===== src/design/oale_pkg.sv =====
// shared types and constants for the ordered list engine
package oale_pkg;

    // field widths fixed by the interface
    localparam int POS_W   = 9;
    localparam int CNT_W   = 9;
    localparam int DATA_W  = 32;
    localparam int CAP_W   = 9;
    localparam int GROUP   = 16;

    typedef enum logic [2:0] {
        MODE_PUSH   = 3'd0,
        MODE_POP    = 3'd1,
        MODE_READ   = 3'd2,
        MODE_INSERT = 3'd3,
        MODE_REMOVE = 3'd4
    } mode_t;

    typedef enum logic [1:0] {
        ST_OK    = 2'd0,
        ST_FULL  = 2'd1,
        ST_UNDER = 2'd2,
        ST_OOB   = 2'd3
    } status_t;

    // per-cycle command broadcast to every entry cell
    typedef struct packed {
        logic push;
        logic insert;
        logic remove;
        logic read;
    } cell_cmd_t;

endpackage


===== src/design/oale_cell.sv =====
// one entry cell of the list: holds a value and trades it with its neighbors
module oale_cell #(
    parameter int VALUE_WIDTH = 32,
    parameter int IW          = 9,
    parameter int INDEX       = 0
) (
    input  logic                     clk,
    input  oale_pkg::cell_cmd_t      cmd,
    input  logic [IW-1:0]            key,
    input  logic [VALUE_WIDTH-1:0]   din,
    input  logic [VALUE_WIDTH-1:0]   left,
    input  logic [VALUE_WIDTH-1:0]   right,
    output logic [VALUE_WIDTH-1:0]   value,
    output logic [VALUE_WIDTH-1:0]   rd_value
);

    localparam logic [IW-1:0] MY_IDX = IW'(INDEX);

    logic [VALUE_WIDTH-1:0] value_reg;
    logic [VALUE_WIDTH-1:0] value_next;
    logic                   hit;
    logic                   above;

    assign hit   = (key == MY_IDX);
    assign above = (MY_IDX > key);

    always_comb
    begin
        value_next = value_reg;
        if ((cmd.push || cmd.insert) && hit)
        begin
            value_next = din;
        end
        else if (cmd.insert && above)
        begin
            // make room: take the entry below
            value_next = left;
        end
        else if (cmd.remove && (hit || above))
        begin
            // close the gap: take the entry above
            value_next = right;
        end
    end

    always_ff @(posedge clk)
    begin
        value_reg <= value_next;
    end

    assign value    = value_reg;
    assign rd_value = (cmd.read && hit) ? value_reg : '0;

endmodule


===== config.mk =====
export PLATFORM = sky130hd
export DESIGN_NAME = oale_cell
export DESIGN_NICKNAME = d
export VERILOG_FILES = /design/src/design/oale_pkg.sv /design/src/design/oale_cell.sv
export SDC_FILE = /design/constraint.sdc
export NUM_CORES = 1
export LEC_CHECK = 0
export ABC_AREA = 1
export CORE_AREA = 4 4 66 68
export CTS_CLUSTER_SIZE = 12
export DETAILED_ROUTE_END_ITERATION = 16
export DIE_AREA = 0 0 70 72
export DONT_BUFFER_PORTS = 1
export PLACE_DENSITY_LB_ADDON = 0.12
export SLEW_MARGIN = 10
export SYNTH_ARGS = -nofsm -noshare
export SYNTH_HDL_FRONTEND = slang
export SYNTH_SLANG_ARGS = --single-unit

===== constraint.sdc =====
create_clock -name clk -period 3.62 [get_ports clk]
set_input_delay 0.181 -clock clk [delete_from_list [all_inputs] [get_ports clk]]
set_output_delay 0.181 -clock clk [all_outputs]
set_load 0.03 [all_outputs]

==> qor.txt <==
Run status: finished clean
H-tree depth: 2
Site Rows: 23
F_max: 441 MHz
Final hold vios: 0
Initial antenna violation count: 0
Die height: 72 um
Nets@finish: 322
Vias in the first global route: 1,519
Remaining Overflow, GRT: 0
Largest net degree at the start of global routing: 35
CP Max Fanout: 32
Mapped Area: 1800 um^2
Yosys cell types: 14
Final Max Slew Viols: 0
Multi-input logic area: 642 um^2
Sw Ratio: 20.4%
Leakage power: 0.877 nW
First DRT Iteration DRCs: 59
Worst Tran Pin Value: 639 ps
Min Tclk post-route: 2270 ps
Drt pass-1 iters: 4
Overall routed net length: 4490 um
Fillers: 393
Core Footprint: 3860 um^2
Internal: 0.552 mW
CTS tree: yes
Critical Path Start Type: input pin
Post-CTS resize count: 0
Via count: 1,491
Syn Nets: 328
Ys Warns: 0
P&R area growth vs syn: 4.65%
Reg power frac: 59.1%
GP Congestion: 0.746
Routed Antenna Nets: 0
Min-delay worst type: input pin to flip-flop
Vias per Instance: 5.67
CP endpoint kind: output port
Tot Pwr: 0.694 mW
Setup TNS: 0 ps
Number of synthesized register bits: 32
Cell count after synthesis: 218
Sequential fraction of the synthesis area: 53.3%
Buffers added on ports: 0
Max clock buf depth: 2
Final HPWL DP: 3270 um
Reg clk slew, reported paths: 60 ps
Slew HR: 57.4%
Syn Area/Cell: 8.28 um^2
Switching Power: 0.142 mW
CTS Root Cell: clkbuf_8
Storage element area: 961 um^2
# DRC: 0
CP Data Required Time: 3440 ps
Hold slack final: 84.4 ps
Share of cells above drive strength 1: 6.10%
Total Routing Usage GR: 17.7%
CTS Sinks: 32
Ant diodes: 0
Initial Util: 46.8%
Max-cap violations: 0
CTS Buf Count: 5
Top Ports: 174
Post-CTS Hold Fix Bufs: 0
First-pass GRT wire length: 7090 um
VDD IR-drop max: 0.197 mV
Final period util: 62.7%
Setup Buffers After CTS: 0
Worst Path Arrival: 2090 ps
Pwr dens: 367 nW/um^2
Avg WL per Cell: 17.1 um
Full die area: 5040 um^2
RSZ-0062 raised after global routing: false
Gate power share: 4.7%
Setup violators final: 0
Chip Width: 70 um
Clock share of power: 36.2%
Critical path class: input pin to output port
Max reg flops: 32
[cell families (layout without fill, tap and decap cells)]
logic type      after synthesis  after routing  share of synthesized area [%]
flops                        32             32                           53.3
simple gates                137            137                           35.0
compound gates                1              1                          0.555
buf+inv                      48             43                           11.2
[cells in the mapped netlist]
master	count	area share (%)
inv_1	32	6.7
clkbuf_1	5	1.0
nor2_1	34	7.1
buf_4	3	1.2
nand2_1	65	14
edfxtp_1	32	53
nor3_4	1	0.90
nand4_1	32	11
nand3_2	2	1.1
nor2_4	1	0.62
or2_1	1	0.35
o211a_1	1	0.55
buf_2	8	2.2
or2_2	1	0.35
[through the flow]
step           cells  util, %  area [um^2]  setup WS, ps
6_report         263     49.0         1890          1350
5_1_grt          263     49.0         1890          1130
4_1_cts          263     49.0         1890          1300
3_5_place_dp     255     46.9         1810          1310
3_3_place_gp     255     46.9         1810          1390
2_1_floorplan    218        -         1800          1670
[metal layers]
layer / wire length (um) / global-route usage (%) / vias to the layer above
met5: 0 / 0 / -
met2: 2360 / 32.2 / 90
li1: - / - / 699
met4: 51 / 5.74 / 0
met3: 454 / 7.06 / 6
met1: 1620 / 18.9 / 696
[placed cells by master, fill, tap and decap left out]
cell	Yosys	layout
nand4_1	32	32
clkbuf_1	5	2
or2_1	1	1
nand3_2	2	2
or2_2	1	1
clkbuf_8	0	5
nor3_4	1	1
nor2_1	34	34
nand2_1	65	65
o211a_1	1	1
buf_4	3	3
nor2_4	1	1
edfxtp_1	32	32
clkinv_1	0	1
inv_1	32	32
[power by group through the flow]
stage | combinational [mW] | clock [mW] | sequential, mW
3_5_place_dp | 0.0334 | 0 | 0.418
4_1_cts | 0.0332 | 0.260 | 0.410
6_report | 0.0327 | 0.251 | 0.410
5_1_grt | 0.0386 | 0.278 | 0.410
2_1_floorplan | 0.0275 | 0 | 0.418
3_3_place_gp | 0.0313 | 0 | 0.418
[final timing paths]
| kind | from | endpoint | depth (start not counted) | slack, ps |
|---|---|---|---|---|
| max | key[3] | rd_value[9] | 4 | 1350 |
| min | right[17] | value[17] | 2 | 80 |
[critical path, cell delays in order]
cell and delay (ps):
or2_1 240, nor2_4 390, nand3_2 590, nor2_1 660
[area by class of cell]
type,instances,share of cell area [%]
flip-flops and latches,32,50.9
multi-input cells,138,34.0
inverters,32,6.36
clock buffers,7,4.04
well taps,50,3.31
repair buffers,3,1.19
clock inverters,1,0.199
No activity file was read; power rests on OpenSTA's default activity.
